<file path="src/sv/gsc_pkg.sv">
`timescale 1ns / 1ps

package gsc_pkg;

    localparam int TABLE_DEPTH_DEF = 32;
    localparam int IDX_W           = 5;
    localparam int TAB_ENTRIES     = 32;

    localparam logic [IDX_W-1:0] STEP_UP_MAX   = 5'd21;
    localparam logic [IDX_W-1:0] STEP_DOWN_MIN = 5'd5;
    localparam logic [1:0]       FRONT_TOP     = 2'd3;
    localparam logic [2:0]       REAR_TOP      = 3'd7;
    localparam logic [1:0]       FRONT_BOTTOM  = 2'd1;
    localparam logic [2:0]       REAR_BOTTOM   = 3'd1;
    localparam logic [1:0]       HILL_FRONT    = 2'd1;
    localparam logic [2:0]       HILL_REAR     = 3'd6;

    localparam logic [1:0] INIT_FRONT_RST = 2'd1;
    localparam logic [2:0] INIT_REAR_RST  = 3'd6;
    localparam logic [7:0] MAN_MIN_RST    = 8'd24;
    localparam logic [7:0] AUTO_MIN_RST   = 8'd48;

    // Gear tables, entry 0 at the low end of the packed vector.
    localparam logic [TAB_ENTRIES-1:0][1:0] FRONT_TAB =
        {{17{2'd3}}, {8{2'd2}}, {7{2'd1}}};
    localparam logic [TAB_ENTRIES-1:0][2:0] REAR_TAB =
        {{12{3'd1}}, 3'd2, 3'd2, 3'd2, 3'd3, 3'd3, 3'd2, 3'd2, 3'd3, 3'd3,
         3'd4, 3'd5, 3'd6, 3'd6, 3'd5, {6{3'd6}}};

    typedef enum logic [2:0] {
        OP_NONE       = 3'd0,
        OP_FRONT_UP   = 3'd1,
        OP_FRONT_DOWN = 3'd2,
        OP_REAR_UP    = 3'd3,
        OP_REAR_DOWN  = 3'd4,
        OP_SHUTDOWN   = 3'd5,
        OP_MODE       = 3'd6,
        OP_HILL       = 3'd7
    } gsc_op_t;

    typedef enum logic [1:0] {
        CFG_INIT_FRONT = 2'd0,
        CFG_INIT_REAR  = 2'd1,
        CFG_MAN_MIN    = 2'd2,
        CFG_AUTO_MIN   = 2'd3
    } gsc_cfg_idx_t;

    typedef struct packed {
        logic [1:0] init_front;
        logic [2:0] init_rear;
        logic [7:0] man_min;
        logic [7:0] auto_min;
    } gsc_cfg_t;

    typedef struct packed {
        logic             halted;
        logic             mode_auto;
        logic             hill;
        logic             warning;
        logic             pending;
        logic [7:0]       tick;
        logic [IDX_W-1:0] index;
        logic [1:0]       front;
        logic [2:0]       rear;
    } gsc_state_t;

    typedef struct packed {
        logic [2:0] opcode;
        logic [7:0] speed;
        logic [7:0] cadence;
        logic [7:0] tire_ticks;
        logic       new_data;
    } gsc_item_t;

endpackage

</file>
<file path="src/sv/gsc_step.sv">
`timescale 1ns / 1ps

module gsc_step #(
    parameter int TABLE_DEPTH = gsc_pkg::TABLE_DEPTH_DEF
) (
    input  gsc_pkg::gsc_state_t cur_i,
    input  gsc_pkg::gsc_cfg_t   cfg_i,
    input  gsc_pkg::gsc_item_t  item_i,
    output gsc_pkg::gsc_state_t nxt_o,
    output logic                shifted_o,
    output logic                store_gears_o
);
    import gsc_pkg::*;

    localparam int IDX_LIM_INT = (TABLE_DEPTH - 1 > 31) ? 31 : TABLE_DEPTH - 1;
    localparam logic [IDX_W-1:0] IDX_LIM = IDX_W'(IDX_LIM_INT);

    gsc_op_t          op;
    logic             ok;
    logic             act;
    logic             run_auto;
    logic [IDX_W-1:0] idx_a;
    logic [IDX_W-1:0] idx_b;
    logic [IDX_W-1:0] idx_sat;
    gsc_state_t       s;

    assign op      = gsc_op_t'(item_i.opcode);
    assign idx_sat = (item_i.tire_ticks > {3'd0, IDX_LIM}) ? IDX_LIM : item_i.tire_ticks[IDX_W-1:0];

    always_comb begin
        s             = cur_i;
        store_gears_o = 1'b0;
        run_auto      = 1'b0;
        ok            = (item_i.speed != 8'd0) && (item_i.cadence > cfg_i.man_min);
        act           = 1'b0;
        idx_a         = cur_i.index;
        idx_b         = cur_i.index;

        if (!cur_i.halted) begin
            if (item_i.new_data) begin
                s.pending = 1'b1;
            end
            if (op == OP_SHUTDOWN) begin
                s.halted      = 1'b1;
                store_gears_o = 1'b1;
            end else if (!cur_i.mode_auto) begin
                unique case (op)
                    OP_FRONT_UP:   act = cur_i.front != FRONT_TOP;
                    OP_FRONT_DOWN: act = cur_i.front != FRONT_BOTTOM;
                    OP_REAR_UP:    act = cur_i.rear != REAR_TOP;
                    OP_REAR_DOWN:  act = cur_i.rear != REAR_BOTTOM;
                    default:       act = 1'b0;
                endcase
                if (act) begin
                    s.warning = !ok;
                    if (ok) begin
                        unique case (op)
                            OP_FRONT_UP:   s.front = cur_i.front + 2'd1;
                            OP_FRONT_DOWN: s.front = cur_i.front - 2'd1;
                            OP_REAR_UP:    s.rear  = cur_i.rear + 3'd1;
                            default:       s.rear  = cur_i.rear - 3'd1;
                        endcase
                    end
                end else if (op == OP_MODE) begin
                    s.mode_auto = 1'b1;
                end else if (op == OP_HILL) begin
                    s.hill = !cur_i.hill;
                    if (s.hill) begin
                        s.front = HILL_FRONT;
                        s.rear  = HILL_REAR;
                    end
                end
            end else begin
                if (op == OP_MODE) begin
                    s.mode_auto = 1'b0;
                    s.tick      = 8'd0;
                end else if (op == OP_HILL) begin
                    s.hill = !cur_i.hill;
                    if (s.hill) begin
                        s.front = HILL_FRONT;
                        s.rear  = HILL_REAR;
                    end else begin
                        run_auto = 1'b1;
                    end
                end else begin
                    run_auto = 1'b1;
                end
            end

            // Automatic step: move the index one notch toward the tick reading.
            if (run_auto && s.pending) begin
                idx_a  = (cur_i.tick == 8'd0) ? idx_sat : cur_i.index;
                s.tick = item_i.tire_ticks;
                if (item_i.cadence <= cfg_i.auto_min) begin
                    s.warning = 1'b1;
                    s.index   = idx_a;
                end else begin
                    s.warning = 1'b0;
                    if (item_i.tire_ticks > {3'd0, idx_a} && idx_a <= STEP_UP_MAX) begin
                        idx_b   = idx_a + IDX_W'(1);
                        s.index = idx_b;
                        s.front = FRONT_TAB[idx_b];
                        s.rear  = REAR_TAB[idx_b];
                    end else if (item_i.tire_ticks < {3'd0, idx_a} && idx_a >= STEP_DOWN_MIN) begin
                        idx_b   = idx_a - IDX_W'(1);
                        s.index = idx_b;
                        s.front = FRONT_TAB[idx_b];
                        s.rear  = REAR_TAB[idx_b];
                    end else begin
                        s.index   = idx_a;
                        s.pending = 1'b0;
                    end
                end
            end
        end

        nxt_o     = s;
        shifted_o = (s.front != cur_i.front) || (s.rear != cur_i.rear);
    end

endmodule

</file>
<file path="src/sv/gear_shift_controller.sv">
`timescale 1ns / 1ps

// Gear shift controller for a bicycle drivetrain.
//
// Input channel (s_*): one control word per event: button opcode, wheel speed,
// pedal cadence, tire tick reading and a new-data pulse. Result channel (m_*):
// one word per event with the commanded front/rear gears, a shifted flag, the
// low cadence warning, the auto mode and hill flags and the power state.
// Configuration channel (cfg_*): always ready; index 0/1 load the initial
// front/rear gear (and the live gear with it), 2/3 the manual and automatic
// cadence thresholds. Write configuration only while no word is in flight.
//
// From input accept to result valid, the word sits in the input register; the
// edge that advances it applies the gear state update and loads the result
// register.
// Throughput is one word per cycle; both registers advance together, so a
// steady stream with m_ready high sees no bubbles.
// When the receiver stalls, the result register holds, the input register
// takes one more word and then s_ready drops until the result is taken.
// Reset (aresetn low, synchronous) empties both registers, restores the
// configuration defaults and starts in manual mode with front 1 / rear 6.
module gear_shift_controller #(
    parameter int TABLE_DEPTH = gsc_pkg::TABLE_DEPTH_DEF
) (
    input  logic       aclk,
    input  logic       aresetn,

    input  logic       s_valid,
    output logic       s_ready,
    input  logic [2:0] s_opcode,
    input  logic [7:0] s_speed,
    input  logic [7:0] s_cadence,
    input  logic [7:0] s_tire_ticks,
    input  logic       s_new_data,

    output logic       m_valid,
    input  logic       m_ready,
    output logic [1:0] m_front_gear,
    output logic [2:0] m_rear_gear,
    output logic       m_shifted,
    output logic       m_low_cadence_warning,
    output logic       m_auto_mode,
    output logic       m_hill_active,
    output logic       m_power_state,

    input  logic       cfg_valid,
    output logic       cfg_ready,
    input  logic [1:0] cfg_index,
    input  logic [7:0] cfg_data
);
    import gsc_pkg::*;

    localparam int IDX_LIM_INT = (TABLE_DEPTH - 1 > 31) ? 31 : TABLE_DEPTH - 1;
    localparam logic [IDX_W-1:0] IDX_LIM = IDX_W'(IDX_LIM_INT);

    logic       in_valid_reg;
    gsc_item_t  in_item_reg;
    logic       out_valid_reg;
    gsc_state_t out_state_reg;
    logic       out_shifted_reg;

    gsc_state_t state_reg;
    gsc_state_t state_next;
    gsc_cfg_t   cfg_reg;
    logic       step_shifted;
    logic       step_store;

    logic advance;
    logic s_fire;
    logic cfg_fire;

    // Advance the input word into the result register when the slot frees up.
    assign advance   = in_valid_reg && (!out_valid_reg || m_ready);
    assign s_ready   = !in_valid_reg || advance;
    assign s_fire    = s_valid && s_ready;
    assign cfg_ready = 1'b1;
    assign cfg_fire  = cfg_valid && cfg_ready;

    gsc_step #(
        .TABLE_DEPTH (TABLE_DEPTH)
    ) u_step (
        .cur_i         (state_reg),
        .cfg_i         (cfg_reg),
        .item_i        (in_item_reg),
        .nxt_o         (state_next),
        .shifted_o     (step_shifted),
        .store_gears_o (step_store)
    );

    // Handshake control.
    always_ff @(posedge aclk) begin
        if (!aresetn) begin
            in_valid_reg  <= 1'b0;
            out_valid_reg <= 1'b0;
        end else begin
            if (s_fire) begin
                in_valid_reg <= 1'b1;
            end else if (advance) begin
                in_valid_reg <= 1'b0;
            end
            if (advance) begin
                out_valid_reg <= 1'b1;
            end else if (m_ready) begin
                out_valid_reg <= 1'b0;
            end
        end
    end

    // Payload registers: no reset needed.
    always_ff @(posedge aclk) begin
        if (s_fire) begin
            in_item_reg <= '{opcode:     s_opcode,
                             speed:      s_speed,
                             cadence:    s_cadence,
                             tire_ticks: s_tire_ticks,
                             new_data:   s_new_data};
        end
        if (advance) begin
            out_state_reg   <= state_next;
            out_shifted_reg <= step_shifted;
        end
    end

    // Gear state and configuration. A gear load from the config port wins
    // over the step; the two never meet in legal use.
    always_ff @(posedge aclk) begin
        if (!aresetn) begin
            cfg_reg   <= '{init_front: INIT_FRONT_RST,
                           init_rear:  INIT_REAR_RST,
                           man_min:    MAN_MIN_RST,
                           auto_min:   AUTO_MIN_RST};
            state_reg <= '{halted: 1'b0, mode_auto: 1'b0, hill: 1'b0, warning: 1'b0,
                           pending: 1'b0, tick: 8'd0, index: '0,
                           front: INIT_FRONT_RST, rear: INIT_REAR_RST};
        end else begin
            if (advance) begin
                state_reg <= state_next;
                if (step_store) begin
                    // Save the live gears to the stored initial gears on shutdown.
                    cfg_reg.init_front <= state_reg.front;
                    cfg_reg.init_rear  <= state_reg.rear;
                end
            end
            if (cfg_fire) begin
                unique case (gsc_cfg_idx_t'(cfg_index))
                    CFG_INIT_FRONT: begin
                        cfg_reg.init_front <= cfg_data[1:0];
                        state_reg.front    <= cfg_data[1:0];
                    end
                    CFG_INIT_REAR: begin
                        cfg_reg.init_rear <= cfg_data[2:0];
                        state_reg.rear    <= cfg_data[2:0];
                    end
                    CFG_MAN_MIN:  cfg_reg.man_min  <= cfg_data;
                    CFG_AUTO_MIN: cfg_reg.auto_min <= cfg_data;
                    default: ;
                endcase
            end
        end
    end

    assign m_valid               = out_valid_reg;
    assign m_front_gear          = out_state_reg.front;
    assign m_rear_gear           = out_state_reg.rear;
    assign m_shifted             = out_shifted_reg;
    assign m_low_cadence_warning = out_state_reg.warning;
    assign m_auto_mode           = out_state_reg.mode_auto;
    assign m_hill_active         = out_state_reg.hill;
    assign m_power_state         = out_state_reg.halted;

    // Once halted, stay halted until reset.
    a_halt_sticky: assert property (@(posedge aclk) disable iff (!aresetn)
        state_reg.halted |=> state_reg.halted)
        else $error("halted state cleared without reset");

    // A powered-down result never reports a gear change.
    a_halt_no_shift: assert property (@(posedge aclk) disable iff (!aresetn)
        (out_valid_reg && out_state_reg.halted) |-> !out_shifted_reg)
        else $error("shift reported while powered down");

    // The shift index never leaves the table range.
    a_index_bound: assert property (@(posedge aclk) disable iff (!aresetn)
        state_reg.index <= IDX_LIM)
        else $error("shift index beyond table limit");

    // A stalled result freezes the gear state unless a configuration write lands.
    a_stall_holds: assert property (@(posedge aclk) disable iff (!aresetn)
        (out_valid_reg && !m_ready && !cfg_fire) |=> $stable(state_reg))
        else $error("gear state moved while result stalled");

endmodule
</file>
<file path="config.mk">
export PLATFORM = sky130hd
export DESIGN_NAME = gear_shift_controller
export DESIGN_NICKNAME = d
export VERILOG_FILES = /design/src/sv/gsc_pkg.sv /design/src/sv/gsc_step.sv /design/src/sv/gear_shift_controller.sv
export SDC_FILE = /design/constraint.sdc
export NUM_CORES = 1
export LEC_CHECK = 0
export ABC_AREA = 0
export BUFFER_PORTS_ARGS = -buffer_cell sky130_fd_sc_hd__buf_4
export CAP_MARGIN = 10
export CORE_MARGIN = 2
export CORE_UTILIZATION = 50
export CTS_CLUSTER_SIZE = 25
export DETAILED_ROUTE_END_ITERATION = 7
export PLACE_DENSITY = 0.69
export SLEW_MARGIN = 20
export SYNTH_ARGS = -nofsm -noshare
export SYNTH_HDL_FRONTEND = slang
export SYNTH_HIERARCHICAL = 1
export SYNTH_SLANG_ARGS = --single-unit
</file>
<file path="constraint.sdc">
create_clock -name aclk -period 4.7 [get_ports aclk]
set_input_delay 0.94 -clock aclk [delete_from_list [all_inputs] [get_ports aclk]]
set_output_delay 0.94 -clock aclk [all_outputs]
set_load 0.02 [all_outputs]
</file>
==> flow_summary.json, run 1 <==
{
  "yosysWarnings": 6,
  "finalNetCount": 730,
  "coreArea_um2": 10700,
  "crit_slowest_cell": "or4_4",
  "die-area_um2": 11700,
  "portBuffers": 54,
  "initial_core_util_pct": 50.70,
  "routedWlPerCell_um": 16.31,
  "rsz0062_at_grt": "false",
  "fin_setup_tns_ns": 0,
  "totalWireLength_mm": 13.00,
  "cp.arrival_ns": 4.56,
  "peakVddDrop_v": 0.0001780,
  "path_cells": "or4_4 -> nor2_8 -> a21oi_1 -> inv_1 -> ha_1 -> a221oi_1 -> o31a_1 -> mux2i_2 -> nor2_1 -> o221ai_1 -> o21ai_0 -> nand2_1 -> o21ai_0 -> a21oi_1 -> o21ai_0",
  "setup_viol": 0,
  "cp-end-kind": "register",
  "grt_pass1_wl_mm": 21.29,
  "dp_hpwl_mm": 9.622,
  "status": "finished, final reports clean",
  "grt_max_degree": 42,
  "slew_viol_final": 0,
  "worst_slew_pin_slew_ns": 0.8927,
  "firstDrtPassIters": 5,
  "antenna_cells": 0,
  "finClkSkew_ns": 0.01771,
  "cap_violations": 0,
  "p_seq_share_pct": 50.6,
  "dp_slack_ns": 0.2175,
  "power.density_nw_per_um2": 258.8,
  "drive_gt1_share_pct": 17.81,
  "max_slew_margin_pct": 40.13,
  "numCtsBuffers": 9,
  "p_sw_uw": 463.5,
  "clk_path_buf_depth": 2,
  "ios": 56,
  "final.period_utilization_pct": 92.10,
  "grtUsageTotal_pct": 23.08,
  "first_global_vias": 4334,
  "power.internal_uw": 1097,
  "path_clk_slew_ns": 0.09,
  "syn_avg_cell_area_um2": 8.877,
  "vias": 4606,
  "row_count": 38,
  "largest_reg_flops": 28,
  "overflow": 0,
  "cts_sinks": 79,
  "cp-start-kind": "register",
  "syn-cell-area_um2": 5424,
  "post-route-min-period_ns": 4.329,
  "cts_tree": "done",
  "combPwrFrac_pct": 19.5,
  "hold_viol": 0,
  "hold_class": "register to register",
  "hold_buffers": 0,
  "fmax_mhz": 231.0,
  "critPathKind": "register to register",
  "root_buffer": "clkbuf_8",
  "ant_nets": 0,
  "drt-initial-drc-count": 348,
  "insertion_delay_ns": 0.36,
  "die_width_um": 108.2,
  "die_y_um": 108.2,
  "clkPwrFrac_pct": 29.9,
  "critPathRequiredTime_ns": 4.93,
  "setup_ws_ns": 0.3711,
  "path_common_cell": "o21ai_0",
  "p_leak_uw": 0.002366,
  "critPathMaxStageDelay_ns": 0.63,
  "antenna_found_initial": 0,
  "synth_cells": 611,
  "place.gp.congestion": 0.9740,
  "vias_per_cell": 5.779,
  "switching_share_pct": 29.69,
  "drc_errors": 0,
  "cp_max_fo": 8,
  "htreeDepth": 3,
  "synthToLayoutAreaGrowth_pct": 11.19,
  "synth_nets": 689
}
==> stage by stage <==
stage / power [uW] / instance area (um^2) / hold slack [ns] / util (%) / std cells
after floorplan: 1008 / 5424 / 0.4351 / - / 611
after global placement: 1098 / 5811 / 0.4442 / 54.32 / 778
after detailed placement: 1104 / 5811 / 0.4462 / 54.32 / 778
after CTS: 1572 / 5992 / 0.4591 / 56.01 / 794
after global routing: 1635 / 6031 / 0.4938 / 56.37 / 797
final: 1561 / 6031 / 0.4572 / 56.37 / 797
==> layer usage <==
| metal | global-route usage (%) | vias up | part of all wire [%] |
|---|---|---|---|
| met3 | 3.978 | 20 | 6.0 |
| li1 | - | 2272 | - |
| met1 | 30.98 | 2136 | 45 |
| met5 | 0 | - | 0 |
| met2 | 37.78 | 178 | 47 |
| met4 | 7.875 | 0 | 2.0 |
==> power groups by stage <==
stage | sequential (uW) | combinational [uW] | clock (uW)
floorplan | 798 | 209 | 0
global placement | 805 | 293 | 0
detailed placement | 806 | 298 | 0
CTS | 790 | 299 | 482
global route | 795 | 337 | 503
finish | 790 | 305 | 466
==> cell usage in the layout, fill, tap and decap left out, types with 5 or more instances in the layout <==
cell / instances
mux2i_1: 11
xnor2_1: 7
nand2b_1: 6
buf_4: 64
edfxtp_1: 38
nor3_1: 10
a21boi_0: 7
nand3b_1: 5
nor2_1: 36
clkbuf_8: 10
a21boi_1: 18
nor2b_1: 14
nand2_1: 103
inv_1: 34
a21oi_1: 37
nand3_1: 13
a221oi_1: 5
a211oi_1: 7
ha_1: 35
o21a_1: 8
dfxtp_1: 41
o21ai_0: 26
==> worst max-delay path: cells and delay by family, from the launching register on <==
family | cells | cell delay [ns]
adders and majority gates | 1 | 0.32
AOI/OAI and AO/OA | 8 | 1.67
muxes | 1 | 0.47
and+or+nand+nor | 4 | 1.10
buffers and inverters | 1 | 0.27
DFF | 1 | 0.36
==> what timing repair did <==
item | 4_1_cts | 5_1_grt
setup endpoints to repair | 0 | 6
buffers inserted | 0 | 3
gates resized for setup | 0 | 3
==> cell type report <==
type	count	area [um^2]
clock inverters	6	43.79
fillers	954	4667
clock buffers	10	137.6
repair buffers	64	480.5
well taps	140	175.2
flip-flops and latches	79	1962
multi-input cells	462	3097
inverters	36	135.1
==> path summary, 6_finish.rpt <==
check	start	to	slack (ns)	cells past startpoint
max	state_reg[14]	state_reg[2]	0.37	15
min	state_reg[19]	state_reg[19]	0.46	2
max reg2reg	state_reg[14]	state_reg[2]	0.37	15
min reg2reg	state_reg[19]	state_reg[19]	0.46	2
No activity file was read; power rests on OpenSTA's default activity.
==> run 2, diff against run 1 <==
Clock period 4.7 ns to 5.1 ns, I/O delays scaled along.
==> run 2 against run 1 <==
Clock-buffer cell count stayed put. Routed wire length is 0.24% lower. Die area unchanged.
==> flow_summary.json, run 2 (same netlist as run 1, synthesis figures left out) <==
{
  "numCtsBuffers": 9,
  "path_clk_slew_ns": 0.08,
  "critPathRequiredTime_ns": 5.18,
  "die_y_um": 108.2,
  "grt_max_degree": 42,
  "slew_viol_final": 0,
  "hold_viol": 0,
  "cap_violations": 0,
  "status": "finished, final reports clean",
  "place_inst": 773,
  "fin_cells": 789,
  "hold_start": "cfg_reg[3]",
  "ios": 56,
  "grt_pass1_wl_mm": 20.92,
  "initial_core_util_pct": 50.70,
  "synthToLayoutAreaGrowth_pct": 10.50,
  "cts_sinks": 79,
  "fmax_mhz": 212.1,
  "cp-end-kind": "register",
  "drc_errors": 0,
  "worst_slew_pin_slew_ns": 0.8990,
  "drt-initial-drc-count": 374,
  "vias_per_cell": 5.842,
  "critPathLaunch": "in_item_reg[7]",
  "power.density_nw_per_um2": 251.0,
  "fin_setup_tns_ns": 0,
  "peakVddDrop_v": 0.0002006,
  "hold_end": "cfg_reg[3]",
  "cts_tree": "done",
  "drive_gt1_share_pct": 16.33,
  "die-area_um2": 11700,
  "cp_max_fo": 11,
  "ant_nets": 0,
  "setup_viol": 0,
  "grtUsageTotal_pct": 22.71,
  "totalWireLength_mm": 12.97,
  "cp-start-kind": "register",
  "rsz0062_at_grt": "false",
  "first_global_vias": 4262,
  "htreeDepth": 3,
  "insertion_delay_ns": 0.36,
  "max_slew_margin_pct": 39.84,
  "hold_class": "register to register",
  "place.gp.congestion": 0.9852,
  "antenna_found_initial": 0,
  "clk_path_buf_depth": 2,
  "critPathTopFamily": "simple AND/OR/NAND/NOR gates",
  "root_buffer": "clkbuf_8",
  "min_path_cells": 2,
  "routedWlPerCell_um": 16.44,
  "post-route-min-period_ns": 4.715,
  "critPathKind": "register to register",
  "path_cells": "or3_2 -> nor2_1 -> nor2_1 -> a21oi_1 -> inv_1 -> ha_1 -> or3_2 -> a21boi_0 -> xor2_1 -> a2111oi_2 -> o21bai_1 -> a21oi_1 -> nor3_1 -> a31oi_1",
  "final.period_utilization_pct": 92.44,
  "finalNetCount": 722,
  "hold_buffers": 0,
  "final_common_cell": "nand2_1",
  "coreArea_um2": 10700,
  "critPathMaxStageDelay_ns": 0.66,
  "crit-reg2reg-launch": "in_item_reg[7]",
  "firstDrtPassIters": 5,
  "layout_common_cells": "nand2_1, buf_4, dfxtp_1, edfxtp_1, a21oi_1",
  "cp.arrival_ns": 4.79,
  "ff2ff_setup_slack_ns": 0.39,
  "antenna_cells": 0,
  "portBuffers": 54,
  "path_buf_inv": 1,
  "p_leak_uw": 0.002346,
  "cts_setup_buffers": 0,
  "crit_slowest_cell": "or3_2",
  "reg2reg_to": "m_shifted",
  "overflow": 0,
  "cts_resized": 0,
  "row_count": 38,
  "largest_reg_flops": 28,
  "die_width_um": 108.2,
  "reg2reg_depth": 14,
  "vias": 4609,
  "finClkSkew_ns": 0.01863,
  "dp_hpwl_mm": 9.625
}
==> run 2: worst register-to-register path: cells and delay by family (launching register included) <==
kind	cells	cell delay (ns)
flops	1	0.44
buf+inv	1	0.29
fa+ha+maj	1	0.40
xor+xnor	1	0.17
simple gates	5	1.59
compound gates	6	1.56
==> run 2: metal layers <==
metal | GRT usage, % | vias up | part of all wire [%]
met5 | 0 | - | 0
met4 | 7.601 | 0 | 2.0
met3 | 3.496 | 22 | 5.3
met2 | 36.84 | 164 | 48
met1 | 31.05 | 2171 | 45
li1 | - | 2252 | -
==> run 2: how the worst max path moves through the flow <==
stage	to	slack, ns	cells past startpoint
2_1_floorplan	m_shifted	1.13	16
3_3_place_gp	m_shifted	0.43	14
3_5_place_dp	state_reg[2]	0.44	15
4_1_cts	state_reg[2]	0.45	15
5_1_grt	state_reg[1]	0.1	16
6_report	m_shifted	0.39	14
==> run 2: power breakdown <==
part / internal [uW] / leakage, uW / switching [uW]
Sequential: 699 / 0.000699 / 30.4
Clock: 274 / 0.000104 / 225
Combinational: 118 / 0.00154 / 158
==> run 2: metrics by stage <==
step / util, % / hold WS, ns / power, uW / setup slack, ns / cell area, um^2
6_report: 56.02 / 0.4686 / 1505 / 0.3855 / 5993
2_1_floorplan: - / 0.4351 / 928.5 / 1.127 / 5424
3_3_place_gp: 53.96 / 0.4511 / 1010 / 0.4253 / 5773
3_5_place_dp: 53.96 / 0.4579 / 1014 / 0.4421 / 5773
4_1_cts: 55.95 / 0.4713 / 1514 / 0.4494 / 5986
5_1_grt: 56.02 / 0.4884 / 1579 / 0.09865 / 5993
==> run 2: final cells by class <==
type,instances,area [um^2]
flip-flops and latches,79,1962
repair buffers,56,420.4
inverters,36,135.1
well taps,140,175.2
clock inverters,6,85.08
clock buffers,10,127.6
fillers,994,4705
multi-input cells,462,3088
==> run 3, diff against run 2 <==
Clock period 5.1 ns to 4.8 ns, I/O delays scaled along.
==> run 3 against run 2 <==
Via count fell by 1.1%. Combinational power rose by 7%. First-iteration DRC count fell by 32%. Cell area rose by 0.10%. Sequential cell count did not move. Non-clock buffer count rose by 4. Clock-buffer cell count did not move. Sequential share of layout area barely moved. Critical endpoint is now state_reg[2]. Largest power group unchanged.
==> flow_summary.json, run 3 (same netlist as run 1, synthesis figures left out) <==
{
  "vias_per_cell": 5.748,
  "totalWireLength_mm": 12.93,
  "ios": 56,
  "grt_pass1_wl_mm": 21.49,
  "worst_slew_pin_slew_ns": 0.8597,
  "path_clk_slew_ns": 0.08,
  "drive_gt1_share_pct": 17.00,
  "peakVddDrop_v": 0.0001988,
  "largest_reg_flops": 28,
  "final_common_cell": "nand2_1",
  "status": "finished, final reports clean",
  "grtUsageTotal_pct": 23.21,
  "post-route-min-period_ns": 4.402,
  "finalNetCount": 726,
  "critPathRequiredTime_ns": 5.02,
  "hold_buffers": 0,
  "fin_setup_tns_ns": 0,
  "portBuffers": 54,
  "layout_common_cells": "nand2_1, buf_4, dfxtp_1, edfxtp_1, a21oi_1",
  "die-area_um2": 11700,
  "cts_setup_buffers": 0,
  "max_slew_margin_pct": 42.34,
  "drc_errors": 0,
  "holdWs_ns": 0.4608,
  "placed_area_um2": 5803,
  "fmax_mhz": 227.1,
  "root_buffer": "clkbuf_8",
  "vias": 4558,
  "cts_sinks": 79,
  "nFillCells": 974,
  "synthToLayoutAreaGrowth_pct": 10.61,
  "numCtsBuffers": 9,
  "clkPwrFrac_pct": 30.9,
  "power.internal_uw": 1109,
  "initial_core_util_pct": 50.70,
  "drt-initial-drc-count": 256,
  "cp_max_fo": 8,
  "hold_class": "register to register",
  "ff2ff_setup_slack_ns": 0.40,
  "row_count": 38,
  "die_width_um": 108.2,
  "dp_hpwl_mm": 9.689,
  "critPathKind": "register to register",
  "cts_resized": 0,
  "die_y_um": 108.2,
  "power.density_nw_per_um2": 257.9,
  "coreArea_um2": 10700,
  "antenna_found_initial": 0,
  "cp-end-kind": "register",
  "cp-start-kind": "register",
  "hold_viol": 0,
  "cp.arrival_ns": 4.63,
  "cts_tree": "done",
  "ant_nets": 0,
  "clk_path_buf_depth": 2,
  "firstDrtPassIters": 5,
  "routedWlPerCell_um": 16.30,
  "antenna_cells": 0,
  "rsz0062_at_grt": "false",
  "p_seq_share_pct": 50.0,
  "p_leak_uw": 0.002353,
  "grt_max_degree": 42,
  "setup_viol": 0,
  "finalInstanceArea_um2": 6000,
  "insertion_delay_ns": 0.35,
  "overflow": 0,
  "ff_latch_area_um2": 1962,
  "combPwrFrac_pct": 19.0,
  "first_global_vias": 4407,
  "place.gp.congestion": 0.9616,
  "slew_viol_final": 0,
  "multi_input_area_um2": 3089,
  "final.period_utilization_pct": 91.72,
  "htreeDepth": 3,
  "switching_share_pct": 28.34,
  "cap_violations": 0,
  "finClkSkew_ns": 0.009907,
  "p_sw_uw": 438.6
}
-- run 3: cell count changes in the layout (fill, tap and decap cells not counted) --
cell,before,now
buf_4,56,60
and2_1,4,3
and2_2,0,1
bufinv_16,2,1
clkinv_2,1,2
clkinv_4,1,0
inv_6,0,1
-- run 3: routing by layer --
metal	global-route usage, %	part of all wire (%)	wire, um
met5	0	0	0
met4	8.608	2.5	328
met1	31.11	44	5705
met3	4.461	6.0	778
met2	37.33	47	6115
-- run 3: worst paths after layout --
check | end | cells past startpoint | start
max | state_reg[2] | 15 | state_reg[10]
min | state_reg[19] | 2 | state_reg[19]
max reg2reg | state_reg[2] | 15 | state_reg[10]
min reg2reg | state_reg[19] | 2 | state_reg[19]
-- run 3: area by class of cell --
| cell class | count | share of cell area, % |
|---|---|---|
| tap | 140 | 2.920 |
| sequential | 79 | 32.70 |
| timing repair buffer | 60 | 7.508 |
| inverter | 36 | 2.252 |
| multi-input combinational | 462 | 51.49 |
| clock inverter | 6 | 1.001 |
| clock buffer | 10 | 2.127 |
-- run 3: worst max-delay path: stages (launching register included) --
cell,delay (ns)
dfxtp_1,0.35
nor4_4,0.31
a21oi_1,0.13
a21oi_1,0.57
inv_1,0.34
ha_1,0.39
a221oi_1,0.40
o31a_1,0.28
mux2i_2,0.47
nor2_1,0.15
o221ai_1,0.26
o21ai_0,0.18
nand2_1,0.12
o21ai_0,0.08
a21oi_1,0.15
o21ai_0,0.09
-- run 3: per-stage QoR --
step | power [uW] | worst slack [ns] | utilization, % | cells
after floorplan | 986.6 | 0.8267 | - | 611
after global placement | 1074 | 0.4421 | 54.25 | 777
after detailed placement | 1081 | 0.3179 | 54.25 | 777
after CTS | 1560 | 0.2972 | 56.00 | 793
after global routing | 1631 | 0.09601 | 56.08 | 793
final | 1548 | 0.3975 | 56.08 | 793
-- run 3: power groups by stage --
stage	Clock [uW]	Combinational, uW	Sequential (uW)
2_1_floorplan	0	205	782
5_1_grt	524	327	780
3_3_place_gp	0	284	789
6_report	478	295	775
4_1_cts	494	291	775
3_5_place_dp	0	290	791
